### src/mm2p_pkg.sv
`timescale 1ns / 1ps
package mm2p_pkg;

	localparam int EXP_BITS_DEF   = 63;
	localparam int VALUE_BITS_DEF = 31;
	localparam int CFG_IDX_BITS   = 3;

	// Configuration register indexes.
	typedef enum logic [CFG_IDX_BITS-1:0] {
		REG_MODULUS = 3'd0,
		REG_BASE_00 = 3'd1,
		REG_BASE_01 = 3'd2,
		REG_BASE_10 = 3'd3,
		REG_BASE_11 = 3'd4
	} cfg_reg_t;

	typedef enum logic [4:0] {
		ST_IDLE = 5'b00001,
		ST_INIT = 5'b00010,
		ST_MUL  = 5'b00100,
		ST_SQR  = 5'b01000,
		ST_DONE = 5'b10000
	} state_t;

endpackage

### src/mm2p_dot.sv
`timescale 1ns / 1ps
// Computes (a*b + c*d) mod m by interleaved shift-and-add, one bit of b and d per
// cycle, most significant first. a and c must be below m.
module mm2p_dot #(
	parameter int VALUE_BITS = mm2p_pkg::VALUE_BITS_DEF
) (
	input  logic                  clk,
	input  logic                  arst_n,
	input  logic                  start,
	input  logic [VALUE_BITS-1:0] a,
	input  logic [VALUE_BITS-1:0] b,
	input  logic [VALUE_BITS-1:0] c,
	input  logic [VALUE_BITS-1:0] d,
	input  logic [VALUE_BITS-1:0] m,
	output logic                  done,
	output logic [VALUE_BITS-1:0] result
);
	import mm2p_pkg::*;

	localparam int CNT_BITS = $clog2(VALUE_BITS + 1);

	logic [CNT_BITS-1:0]   cnt_q;
	logic                  done_q;
	logic [VALUE_BITS-1:0] a_q, b_q, c_q, d_q, r_q;
	logic [VALUE_BITS+1:0] t, t1, m1, m2;
	logic [VALUE_BITS-1:0] r_next;

	always_comb begin
		m1 = {2'b00, m};
		m2 = {1'b0, m, 1'b0};
		t = {1'b0, r_q, 1'b0}
			+ (b_q[VALUE_BITS-1] ? {2'b00, a_q} : '0)
			+ (d_q[VALUE_BITS-1] ? {2'b00, c_q} : '0);
		// The sum stays below 4m, so two conditional subtractions bring it below m.
		t1 = (t >= m2) ? t - m2 : t;
		if (t1 >= m1) begin
			r_next = VALUE_BITS'(t1 - m1);
		end else begin
			r_next = VALUE_BITS'(t1);
		end
	end

	always_ff @(posedge clk or negedge arst_n) begin
		if (!arst_n) begin
			cnt_q  <= '0;
			done_q <= 1'b0;
		end else begin
			done_q <= 1'b0;
			if (start) begin
				cnt_q <= CNT_BITS'(VALUE_BITS);
			end else if (cnt_q != '0) begin
				cnt_q <= cnt_q - 1'b1;
				if (cnt_q == CNT_BITS'(1)) begin
					done_q <= 1'b1;
				end
			end
		end
	end

	always_ff @(posedge clk) begin
		if (start) begin
			a_q <= a;
			b_q <= b;
			c_q <= c;
			d_q <= d;
			r_q <= '0;
		end else if (cnt_q != '0) begin
			b_q <= b_q << 1;
			d_q <= d_q << 1;
			r_q <= r_next;
		end
	end

	assign done   = done_q;
	assign result = r_q;

endmodule

### src/mod_matrix2x2_power_top.sv
`timescale 1ns / 1ps
// Each matrix entry is computed on the shared multiply-reduce unit.
// An item costs 4 entries for the base reduction, then per exponent bit up to the highest
// set one: 4 entries if the bit is set, plus 4 for squaring unless it is the last bit.
// At the defaults that is at most 504 entries; a zero exponent takes only the 4 base entries.
// One item at a time; in_stall is high while an item is in flight.
// arst_n clears control and restores the register reset values (identity base, modulus 1).
module mod_matrix2x2_power_top #(
	parameter int EXP_BITS   = mm2p_pkg::EXP_BITS_DEF,
	parameter int VALUE_BITS = mm2p_pkg::VALUE_BITS_DEF
) (
	input  logic                          clk,
	input  logic                          arst_n,
	input  logic                          cfg_we,
	input  logic [mm2p_pkg::CFG_IDX_BITS-1:0] cfg_index,
	input  logic [VALUE_BITS-1:0]         cfg_data,
	input  logic                          in_valid,
	output logic                          in_stall,
	input  logic [EXP_BITS-1:0]           exponent,
	output logic                          out_valid,
	input  logic                          out_stall,
	output logic [VALUE_BITS-1:0]         res_00,
	output logic [VALUE_BITS-1:0]         res_01,
	output logic [VALUE_BITS-1:0]         res_10,
	output logic [VALUE_BITS-1:0]         res_11
);
	import mm2p_pkg::*;

	logic [VALUE_BITS-1:0] modulus_q, base_q [4];
	logic [VALUE_BITS-1:0] res_q [4], sq_q [4], tmp_q [4];
	logic [VALUE_BITS-1:0] out_q [4];
	logic [EXP_BITS-1:0]   exp_q;
	state_t                state_q;
	logic [1:0]            job_q;
	logic                  wait_q, out_valid_q;

	logic [VALUE_BITS-1:0] m_eff, one, x [4], y [4];
	logic [VALUE_BITS-1:0] op_a, op_b, op_c, op_d, dot_r;
	logic                  dot_start, dot_done;
	logic                  in_acc;

	assign m_eff = (modulus_q == '0) ? VALUE_BITS'(1) : modulus_q;
	assign one   = VALUE_BITS'(m_eff != VALUE_BITS'(1));
	assign in_acc = in_valid && !in_stall;
	assign in_stall = (state_q != ST_IDLE);

	always_comb begin
		for (int k = 0; k < 4; k++) begin
			x[k] = sq_q[k];
			y[k] = sq_q[k];
		end
		if (state_q == ST_MUL) begin
			for (int k = 0; k < 4; k++) begin
				x[k] = res_q[k];
			end
		end
		// Entry (i,j) = x[i][0]*y[0][j] + x[i][1]*y[1][j].
		op_a = job_q[1] ? x[2] : x[0];
		op_c = job_q[1] ? x[3] : x[1];
		op_b = job_q[0] ? y[1] : y[0];
		op_d = job_q[0] ? y[3] : y[2];
		if (state_q == ST_INIT) begin
			// Reduce a base entry: one times the entry.
			op_a = one;
			op_b = base_q[job_q];
			op_c = '0;
			op_d = '0;
		end
	end

	assign dot_start = !wait_q &&
		(state_q == ST_INIT || state_q == ST_MUL || state_q == ST_SQR);

	mm2p_dot #(.VALUE_BITS(VALUE_BITS)) u_dot (
		.clk    (clk),
		.arst_n (arst_n),
		.start  (dot_start),
		.a      (op_a),
		.b      (op_b),
		.c      (op_c),
		.d      (op_d),
		.m      (m_eff),
		.done   (dot_done),
		.result (dot_r)
	);

	always_ff @(posedge clk or negedge arst_n) begin
		if (!arst_n) begin
			modulus_q <= VALUE_BITS'(1);
			base_q[0] <= VALUE_BITS'(1);
			base_q[1] <= '0;
			base_q[2] <= '0;
			base_q[3] <= VALUE_BITS'(1);
		end else if (cfg_we) begin
			case (cfg_index)
				REG_MODULUS: modulus_q <= cfg_data;
				REG_BASE_00: base_q[0] <= cfg_data;
				REG_BASE_01: base_q[1] <= cfg_data;
				REG_BASE_10: base_q[2] <= cfg_data;
				REG_BASE_11: base_q[3] <= cfg_data;
				default: ;
			endcase
		end
	end

	always_ff @(posedge clk or negedge arst_n) begin
		if (!arst_n) begin
			state_q     <= ST_IDLE;
			job_q       <= '0;
			wait_q      <= 1'b0;
			out_valid_q <= 1'b0;
		end else begin
			if (out_valid_q && !out_stall) begin
				out_valid_q <= 1'b0;
			end
			if (dot_start) begin
				wait_q <= 1'b1;
			end
			case (state_q)
				ST_IDLE: begin
					if (in_acc) begin
						state_q <= ST_INIT;
						job_q   <= '0;
					end
				end
				ST_INIT, ST_MUL, ST_SQR: begin
					if (dot_done) begin
						wait_q <= 1'b0;
						job_q  <= job_q + 1'b1;
						if (job_q == 2'd3) begin
							if (state_q == ST_INIT) begin
								if (exp_q == '0) begin
									state_q <= ST_DONE;
								end else if (exp_q[0]) begin
									state_q <= ST_MUL;
								end else begin
									state_q <= ST_SQR;
								end
							end else if (state_q == ST_MUL) begin
								if ((exp_q >> 1) == '0) begin
									state_q <= ST_DONE;
								end else begin
									state_q <= ST_SQR;
								end
							end else begin
								// The shifted exponent is known to be nonzero here.
								state_q <= exp_q[1] ? ST_MUL : ST_SQR;
							end
						end
					end
				end
				ST_DONE: begin
					if (!out_valid_q || !out_stall) begin
						out_valid_q <= 1'b1;
						state_q     <= ST_IDLE;
					end
				end
				default: state_q <= ST_IDLE;
			endcase
		end
	end

	always_ff @(posedge clk) begin
		if (in_acc) begin
			exp_q    <= exponent;
			res_q[0] <= one;
			res_q[1] <= '0;
			res_q[2] <= '0;
			res_q[3] <= one;
		end
		if (dot_done) begin
			if (state_q == ST_INIT) begin
				sq_q[job_q] <= dot_r;
			end else begin
				tmp_q[job_q] <= dot_r;
			end
			if (job_q == 2'd3) begin
				if (state_q == ST_MUL) begin
					res_q[0] <= tmp_q[0];
					res_q[1] <= tmp_q[1];
					res_q[2] <= tmp_q[2];
					res_q[3] <= dot_r;
				end else if (state_q == ST_SQR) begin
					sq_q[0] <= tmp_q[0];
					sq_q[1] <= tmp_q[1];
					sq_q[2] <= tmp_q[2];
					sq_q[3] <= dot_r;
					exp_q   <= exp_q >> 1;
				end
			end
		end
		if (state_q == ST_DONE && (!out_valid_q || !out_stall)) begin
			for (int k = 0; k < 4; k++) begin
				out_q[k] <= res_q[k];
			end
		end
	end

	assign out_valid = out_valid_q;
	assign res_00 = out_q[0];
	assign res_01 = out_q[1];
	assign res_10 = out_q[2];
	assign res_11 = out_q[3];

endmodule

### config.mk
export PLATFORM = sky130hd
export DESIGN_NAME = mod_matrix2x2_power_top
export DESIGN_NICKNAME = d
export VERILOG_FILES = /design/src/mm2p_pkg.sv /design/src/mm2p_dot.sv /design/src/mod_matrix2x2_power_top.sv
export SDC_FILE = /design/constraint.sdc
export NUM_CORES = 1
export LEC_CHECK = 0
export BUFFER_PORTS_ARGS = -buffer_cell sky130_fd_sc_hd__buf_2
export CORE_MARGIN = 1
export CORE_UTILIZATION = 30
export DETAILED_ROUTE_END_ITERATION = 16
export GPL_TIMING_DRIVEN = 0
export MAX_ROUTING_LAYER = met4
export REMOVE_ABC_BUFFERS = 1
export SETUP_SLACK_MARGIN = 0.1
export SLEW_MARGIN = 15
export SYNTH_ARGS = -nofsm -noshare
export SYNTH_HDL_FRONTEND = slang
export SYNTH_SLANG_ARGS = --single-unit
### constraint.sdc
create_clock -name clk -period 12.5 [get_ports clk]
set_clock_uncertainty 0.2 [all_clocks]
set_input_delay 0.625 -clock clk [delete_from_list [all_inputs] [get_ports clk]]
set_output_delay 0.625 -clock clk [all_outputs]
set_load 0.005 [all_outputs]
Yosys cells after proc, flatten, opt, wreduce, memory -nomap -nowiden
Memory sizes are Yosys's and may differ from the RTL's.
Index checks and enable logic that the tools add are counted.
{ "totals": {"n_memories": 4, "output_inout_bits": 126, "wordCells": 156, "ff_bits": 388, "ram_bits": 496, "in_bits": 102} }
{ "classes": {"bitwise_logic": 5, "n_reduce_logical": 27, "order_cmp": 3, "eq_ne": 17, "n_addsub": 6, "mux": 76} }
{ "memory_table": {"columns": ["memory", "words", "width", "read_ports", "rd_ports_with_merged_regs", "wr", "line_no", "text"], "rows": [
  ["out_q", 4, 31, 4, 0, 4, "mod_matrix2x2_power_top.sv:31", "logic [VALUE_BITS-1:0] out_q [4];"],
  ["res_q", 4, 31, 4, 0, 4, "mod_matrix2x2_power_top.sv:30", "logic [VALUE_BITS-1:0] res_q [4], sq_q [4], tmp_q [4];"],
  ["sq_q", 4, 31, 4, 0, 4, "mod_matrix2x2_power_top.sv:30", null],
  ["tmp_q", 4, 31, 3, 0, 1, "mod_matrix2x2_power_top.sv:30", null]
]} }
{ "op_table": {"columns": ["operator", "count"], "rows": [
  ["two-way mux 31 bit", 21],
  ["two-way mux 63 bit", 5],
  ["zero test 63 bit", 2],
  ["two-way mux 124 bit", 1],
  ["binary-select mux 31 bit (select 2 bit)", 1],
  ["two-way mux 5 bit", 10],
  ["adder 32 x 33 -> 33 bit", 1],
  ["adder 33 bit", 1],
  [">= comparator 33 x 31 -> 1 bit", 1],
  [">= comparator 33 x 32 -> 1 bit", 1],
  ["two-way mux 33 bit", 1],
  ["subtractor 33 x 32 -> 33 bit", 1],
  ["zero test 31 bit", 1],
  ["!= test 31 x 1 -> 1 bit, second input constant", 1],
  ["OR reduction 31 bit", 1],
  ["subtractor 31 bit", 1],
  ["two-way mux 1 bit", 30],
  ["case mux 5 bit (3 select lines)", 1],
  ["== test 5 x 1 -> 1 bit, second input constant", 2],
  ["AND reduction 2 bit", 5],
  ["two-way mux 4 bit", 2],
  ["== test 3 x 2 -> 1 bit, second input constant", 2],
  ["two-way mux 2 bit", 3],
  ["== test 5 x 2 -> 1 bit, second input constant", 1],
  ["other kinds (24)", 38]
]} }

Depth between registers and ports, before layout
{ "depth": {"word_depth": 8, "mapped_depth": 44, "ltp_nobuf": 35} }

Modules after synthesis
A second synthesis with hierarchy kept.
{ "unflattened": {"hier_cells": 3183, "hier_area_um2": 41099.4} }
{ "modules_own_cells": {"columns": ["module", "area_each_um2", "n_inst", "seq_area_each_um2", "cells_each"], "rows": [
  ["mod_matrix2x2_power_top", 28686.3, 1, 19333.5, 1954],
  ["mm2p_dot", 12413.2, 1, 4494.3, 1229]
]} }

Worst setup path after synthesis
Ideal clock, no wire load.
{ "synth_timing": {"kind": "register -> register", "start": "register u_dot.d_q[30]", "end": "register u_dot.r_q[18] (netlist: u_dot.result[18])", "period_less_slack_ns": 8.901, "required_time_ns": 12.070, "slack_ns": 3.599, "setup_ns": 0.230, "path_stages_with_launch": 41, "t_arrival_ns": 8.471, "path_buffers": 7, "cell_sequence": "edfxtp_1 -> clkbuf_1 -> and2_1 -> fa_1 -> ha_1 -> a21o_1 -> a2111o_1 -> a311oi_1 -> nor2_1 -> o21bai_1 -> o21ai_0 -> a211oi_1 -> xor2_1 -> inv_1 -> ha_1 -> clkbuf_1 -> and3_1 -> nand2_1 -> [... 5 more ...] -> buf_2 -> buf_2 -> buf_1 -> o21ai_0 -> ha_1 -> nor2b_1 -> o31ai_1 -> a211oi_1 -> o211ai_1 -> o211ai_1 -> o31ai_1 -> a21oi_1 -> a2111o_1 -> or2_1 -> buf_6 -> buf_6 -> a21oi_1 -> a221oi_1"} }
{ "synth_via": {"elab_chain_cells": 6, "word_cells_on_any_way": 8} }
{ "synth_rtl": {"columns": ["element", "line_no", "text"], "rows": [
  ["start, declared", "mm2p_dot.sv:24", "logic [VALUE_BITS-1:0] a_q, b_q, c_q, d_q, r_q;"],
  ["start signal, assigned", "mm2p_dot.sv:69", "d_q <= d_q << 1;"],
  ["two-way mux 31 bit (*)", "mm2p_dot.sv:33", "+ (d_q[VALUE_BITS-1] ? {2'b00, c_q} : '0);"],
  ["adder 33 bit (*)", "mm2p_dot.sv:33", null],
  ["subtractor 33 x 32 -> 33 bit / >= comparator 33 x 32 -> 1 bit (equally long branches)", "mm2p_dot.sv:35", "t1 = (t >= m2) ? t - m2 : t;"],
  ["two-way mux 33 bit (*)", "mm2p_dot.sv:35", null],
  ["subtractor 31 bit / >= comparator 33 x 31 -> 1 bit (equally long branches)", "mm2p_dot.sv:37, mm2p_dot.sv:36", null],
  ["two-way mux 31 bit (*)", "mm2p_dot.sv:36", "if (t1 >= m1) begin"],
  ["end signal, assigned", "mm2p_dot.sv:70", "r_q <= r_next;"],
  ["end, declared", "mm2p_dot.sv:24", null]
]} }
Mark *: on every way between the ends. The rest lies on a longest branch, timed or not.
A chain may end at the register's enable or synchronous reset.

Worst setup path after layout
{ "layout_timing": {"start": "register u_dot.b_q[30]", "end": "register u_dot.r_q[15] (netlist: u_dot.result[15])"} }
{ "layout_via": {"elab_chain_cells": 7, "word_cells_on_any_way": 9} }
{ "layout_rtl": {"columns": ["element", "line_no", "text"], "rows": [
  ["start, declared", "mm2p_dot.sv:24", null],
  ["start signal, assigned", "mm2p_dot.sv:68", "b_q <= b_q << 1;"],
  ["two-way mux 31 bit (*)", "mm2p_dot.sv:32", "+ (b_q[VALUE_BITS-1] ? {2'b00, a_q} : '0)"],
  ["adder 32 x 33 -> 33 bit (*)", "mm2p_dot.sv:32", null],
  ["adder 33 bit (*)", "mm2p_dot.sv:33", null],
  ["subtractor 33 x 32 -> 33 bit / >= comparator 33 x 32 -> 1 bit (equally long branches)", "mm2p_dot.sv:35", null],
  ["two-way mux 33 bit (*)", "mm2p_dot.sv:35", null],
  ["subtractor 31 bit / >= comparator 33 x 31 -> 1 bit (equally long branches)", "mm2p_dot.sv:37, mm2p_dot.sv:36", null],
  ["two-way mux 31 bit (*)", "mm2p_dot.sv:36", null]
]} }
Marked as above.

==> flow_summary.toml <==
[sta]
post-route-period-util_pct = 93.83
timing.slew.headroom_pct = 37.93
timing.fmax_mhz = 85.27
timing.final.crit_period_ns = 11.73
setup_viol_count_final = 0
timing_max_transition_violations_final = 0
final-hold-violation-count = 0
worstMarginPinSlew_ns = 0.9310
grt_setup_unrepaired = "false"
worst_slack_on_hold_paths_ns = 0.03431

[run]
cap_viol_max_count = 0

[cts]
numClockSinks = 853
clock_pin_slew_worst_setup_and_hold_paths_ns = 0.06
cts-buffers-inserted = 94
htree_levels = 3
clk_latency_ns = 0.68
max_buffers_root_to_sink = 3
cts.root.buffer_cell = "sky130_fd_sc_hd__clkbuf_16"
cts.repair_timing.setup_buffer_count = 0
tritoncts = "yes"

[floorplan]
floorplan.initialDensity_pct = 30.41
die-height_um = 370.8
die-area_mm2 = 0.1375
pin_count = 228
dieWidth_um = 370.8
num_rows = 134
core-area_mm2 = 0.1341

[yosys]
synth-seq-cells = 853
synth.top_cell.area_share_pct = 43.36
synth.area.mux_share_pct = 12.32
synth_area_leaders = "sky130_fd_sc_hd__edfxtp_1, sky130_fd_sc_hd__dfrtp_1, sky130_fd_sc_hd__mux4_2"
synth_commonest_cells = "sky130_fd_sc_hd__edfxtp_1, sky130_fd_sc_hd__nand2_1, sky130_fd_sc_hd__o21ai_0, sky130_fd_sc_hd__and2_1, sky130_fd_sc_hd__dfrtp_1"
synth.lib_cells_used.distinct = 77
synth_area_leader_cell = "sky130_fd_sc_hd__edfxtp_1"
yosysMostFrequentCell = "sky130_fd_sc_hd__edfxtp_1"
synthesis.instances = 3328
post_synthesis_simple_gate_area_fraction_pct = 11.51
yosysSeqAreaShare_pct = 58.41
dominant_combinational_cell_family_by_area_after_synthesis = "multiplexers"
synth-xor-area-share_pct = 1.761
synth_enable_flop_cells = 589
ys.warnings.count = 0
asyncSetResetFlopFracSynth_pct = 19.93
post_synth.cell_area_avg_um2 = 12.26
synth-adder-area-share_pct = 4.779
ys.flop_type = "sky130_fd_sc_hd__edfxtp_1"
post_synth_instance_area_mm2 = 0.04079
synth-compound-area-share_pct = 8.242

[drt]
first_iter_violations = 1878
avgRoutedWirePerCell_um = 20.47
detailroute.via_count = 27044
postRouteWirelength_um = 112000
route.detailed.vias_per_inst = 4.941
first_pass_drt_iterations = 5
detail_route.drc_violations = 0
detail-route-antenna-nets = 0

[placed_design]
gp_congestion = 0.8934
placement.io_buffers = 227
detailed_place_hpwl_um = 81350

[global_route]
largest_net_degree_at_the_start_of_global_routing = 96
grt-ovfl-total = 0
grt_pass1_vias = 27036
grt_antenna_before_repair = 28
grtUsageTotal_pct = 16.67
grt_pass1_wl_um = 168600

[worst_setup_path]
critical_path.max_fanout = 27
critPathKind = "flop to flop"
cell_at_the_slowest_stage_of_the_critical_path = "sky130_fd_sc_hd__edfxtp_1"
timing.reg2reg.setup_slack_ns = 0.77
critical_path_arrival_ns = 12.09
timing.critical_path.to_type = "flop"
worst_path_largest_cell_delay_ns = 0.95
sort_of_element_at_the_start_of_the_critical_path = "flop"
worstPathRequired_ns = 12.86

[layout]
syn_to_final_growth_pct = 18.78
multi_input_area_mm2 = 0.01592
num-fill-cells = 13004
sequential_cell_area_mm2 = 0.02384
final_net_count = 3842
final_layout_size_suffix_gt1_share_pct = 19.19

[run_status]
outcome = "finished, final reports clean"

[worst_hold_path]
hold_class = "input pin to flop"
## metal layers
metal	GRT usage, %	share of wire (%)	vias to the layer above
li1	-	-	12644
met3	3.643	6.3	140
met4	4.012	2.0	0
met1	21.91	45	13511
met2	26.11	47	749
met5	-	0	-
## worst paths after layout
check	startpoint	end	cells past startpoint
setup / recovery	u_dot.b_q[30]$_DFFE_PP_	u_dot.result[15]$_SDFFE_PP0P_	36
hold / removal	exponent[10]	exp_q[10]$_DFF_P_	3
setup reg to reg	u_dot.b_q[30]$_DFFE_PP_	u_dot.result[15]$_SDFFE_PP0P_	36
hold reg to reg	res_q[0][27]$_SDFFCE_PN0P_	out_q[0][27]$_DFFE_PP_	0
max in group asynchronous	arst_n	base_q[47]$_DFFE_PN0P_	3
min in group asynchronous	arst_n	out_valid$_DFF_PN0_	2
## cell type report
| type | count | share of cell area (%) |
|---|---|---|
| Tap cell | 1768 | 4.565 |
| Clock buffer | 127 | 5.265 |
| Timing Repair Buffer | 355 | 6.148 |
| Sequential cell | 853 | 49.19 |
| Clock inverter | 49 | 0.7901 |
| Multi-Input combinational cell | 2162 | 32.85 |
| Antenna cell | 21 | 0.1085 |
| Inverter | 138 | 1.085 |
## sequential cells by signal (all words and copies together), names as in the netlist, named ones only
name,cells
base_q,124
exp_q,63
job_q,2
modulus_q,31
out_q,124
out_valid,1
res_q,124
sq_q,124
state_q,5
tmp_q,93
u_dot.a_q,31
u_dot.b_q,31
u_dot.c_q,31
u_dot.cnt_q,5
u_dot.d_q,31
u_dot.done,1
u_dot.result,31
## stage by stage
| stage | worst slack (ns) | area (um2) | setup TNS [ns] | cells | utilization (%) |
|---|---|---|---|---|---|
| final | 0.7719 | 48460 | 0 | 5473 | 36.13 |
| after global routing | 0.1858 | 48450 | 0 | 5471 | 36.12 |
| after CTS | 0.6965 | 48400 | 0 | 5452 | 36.09 |
| after detailed placement | 0.7520 | 44880 | 0 | 5217 | 33.46 |
| after global placement | -2.632 | 43440 | -233.37 | 5148 | 32.39 |
| after floorplan | 2.976 | 40090 | 0 | 3153 | - |
## cell usage in the layout, fill, tap and decap left out, drive strengths merged, types with 22 or more instances in the layout
| cell | n |
|---|---|
| edfxtp | 589 |
| nand2 | 527 |
| buf | 296 |
| o21ai | 232 |
| and2 | 179 |
| dfrtp | 166 |
| inv | 144 |
| mux2i | 142 |
| a21oi | 137 |
| mux2 | 134 |
| clkbuf | 127 |
| nor2 | 119 |
| ha | 103 |
| dfxtp | 94 |
| mux4 | 93 |
| dlygate4sd3 | 59 |
| xnor2 | 54 |
| o31ai | 40 |
| a21o | 38 |
| clkinv | 38 |
| nand3 | 34 |
| fa | 33 |
| nor3 | 33 |
| xor2 | 28 |
| nor4 | 28 |
| nand4 | 22 |
## cells by family (layout without fill, tap and decap cells)
| group | after synthesis | in the layout |
|---|---|---|
| other cells | 0 | 21 |
| compound gates | 563 | 563 |
| simple gates | 1012 | 1012 |
| buf+inv | 313 | 669 |
| xor+xnor | 82 | 82 |
| mux | 369 | 369 |
| flops | 853 | 853 |
| fa+ha+maj | 136 | 136 |
## repair_timing
item | CTS | global route
hold buffers | 59 | 0
hold endpoints to repair | 139 | 0
gates resized for setup | 0 | 0
## worst max-delay path: cells and delay by family (launching register included)
family / cells / cell delay, ns
adders and majority gates: 4 / 1.51
buffers and inverters: 4 / 0.80
and+or+nand+nor: 7 / 1.77
xor gates and xnor gates: 1 / 0.33
AOI/OAI and AO/OA: 19 / 5.69
DFF: 1 / 0.95
muxes: 1 / 0.28
Power is left out: the tool's default activity adds up to more than one toggle a clock period on the data nets, which glitch-free logic cannot reach.
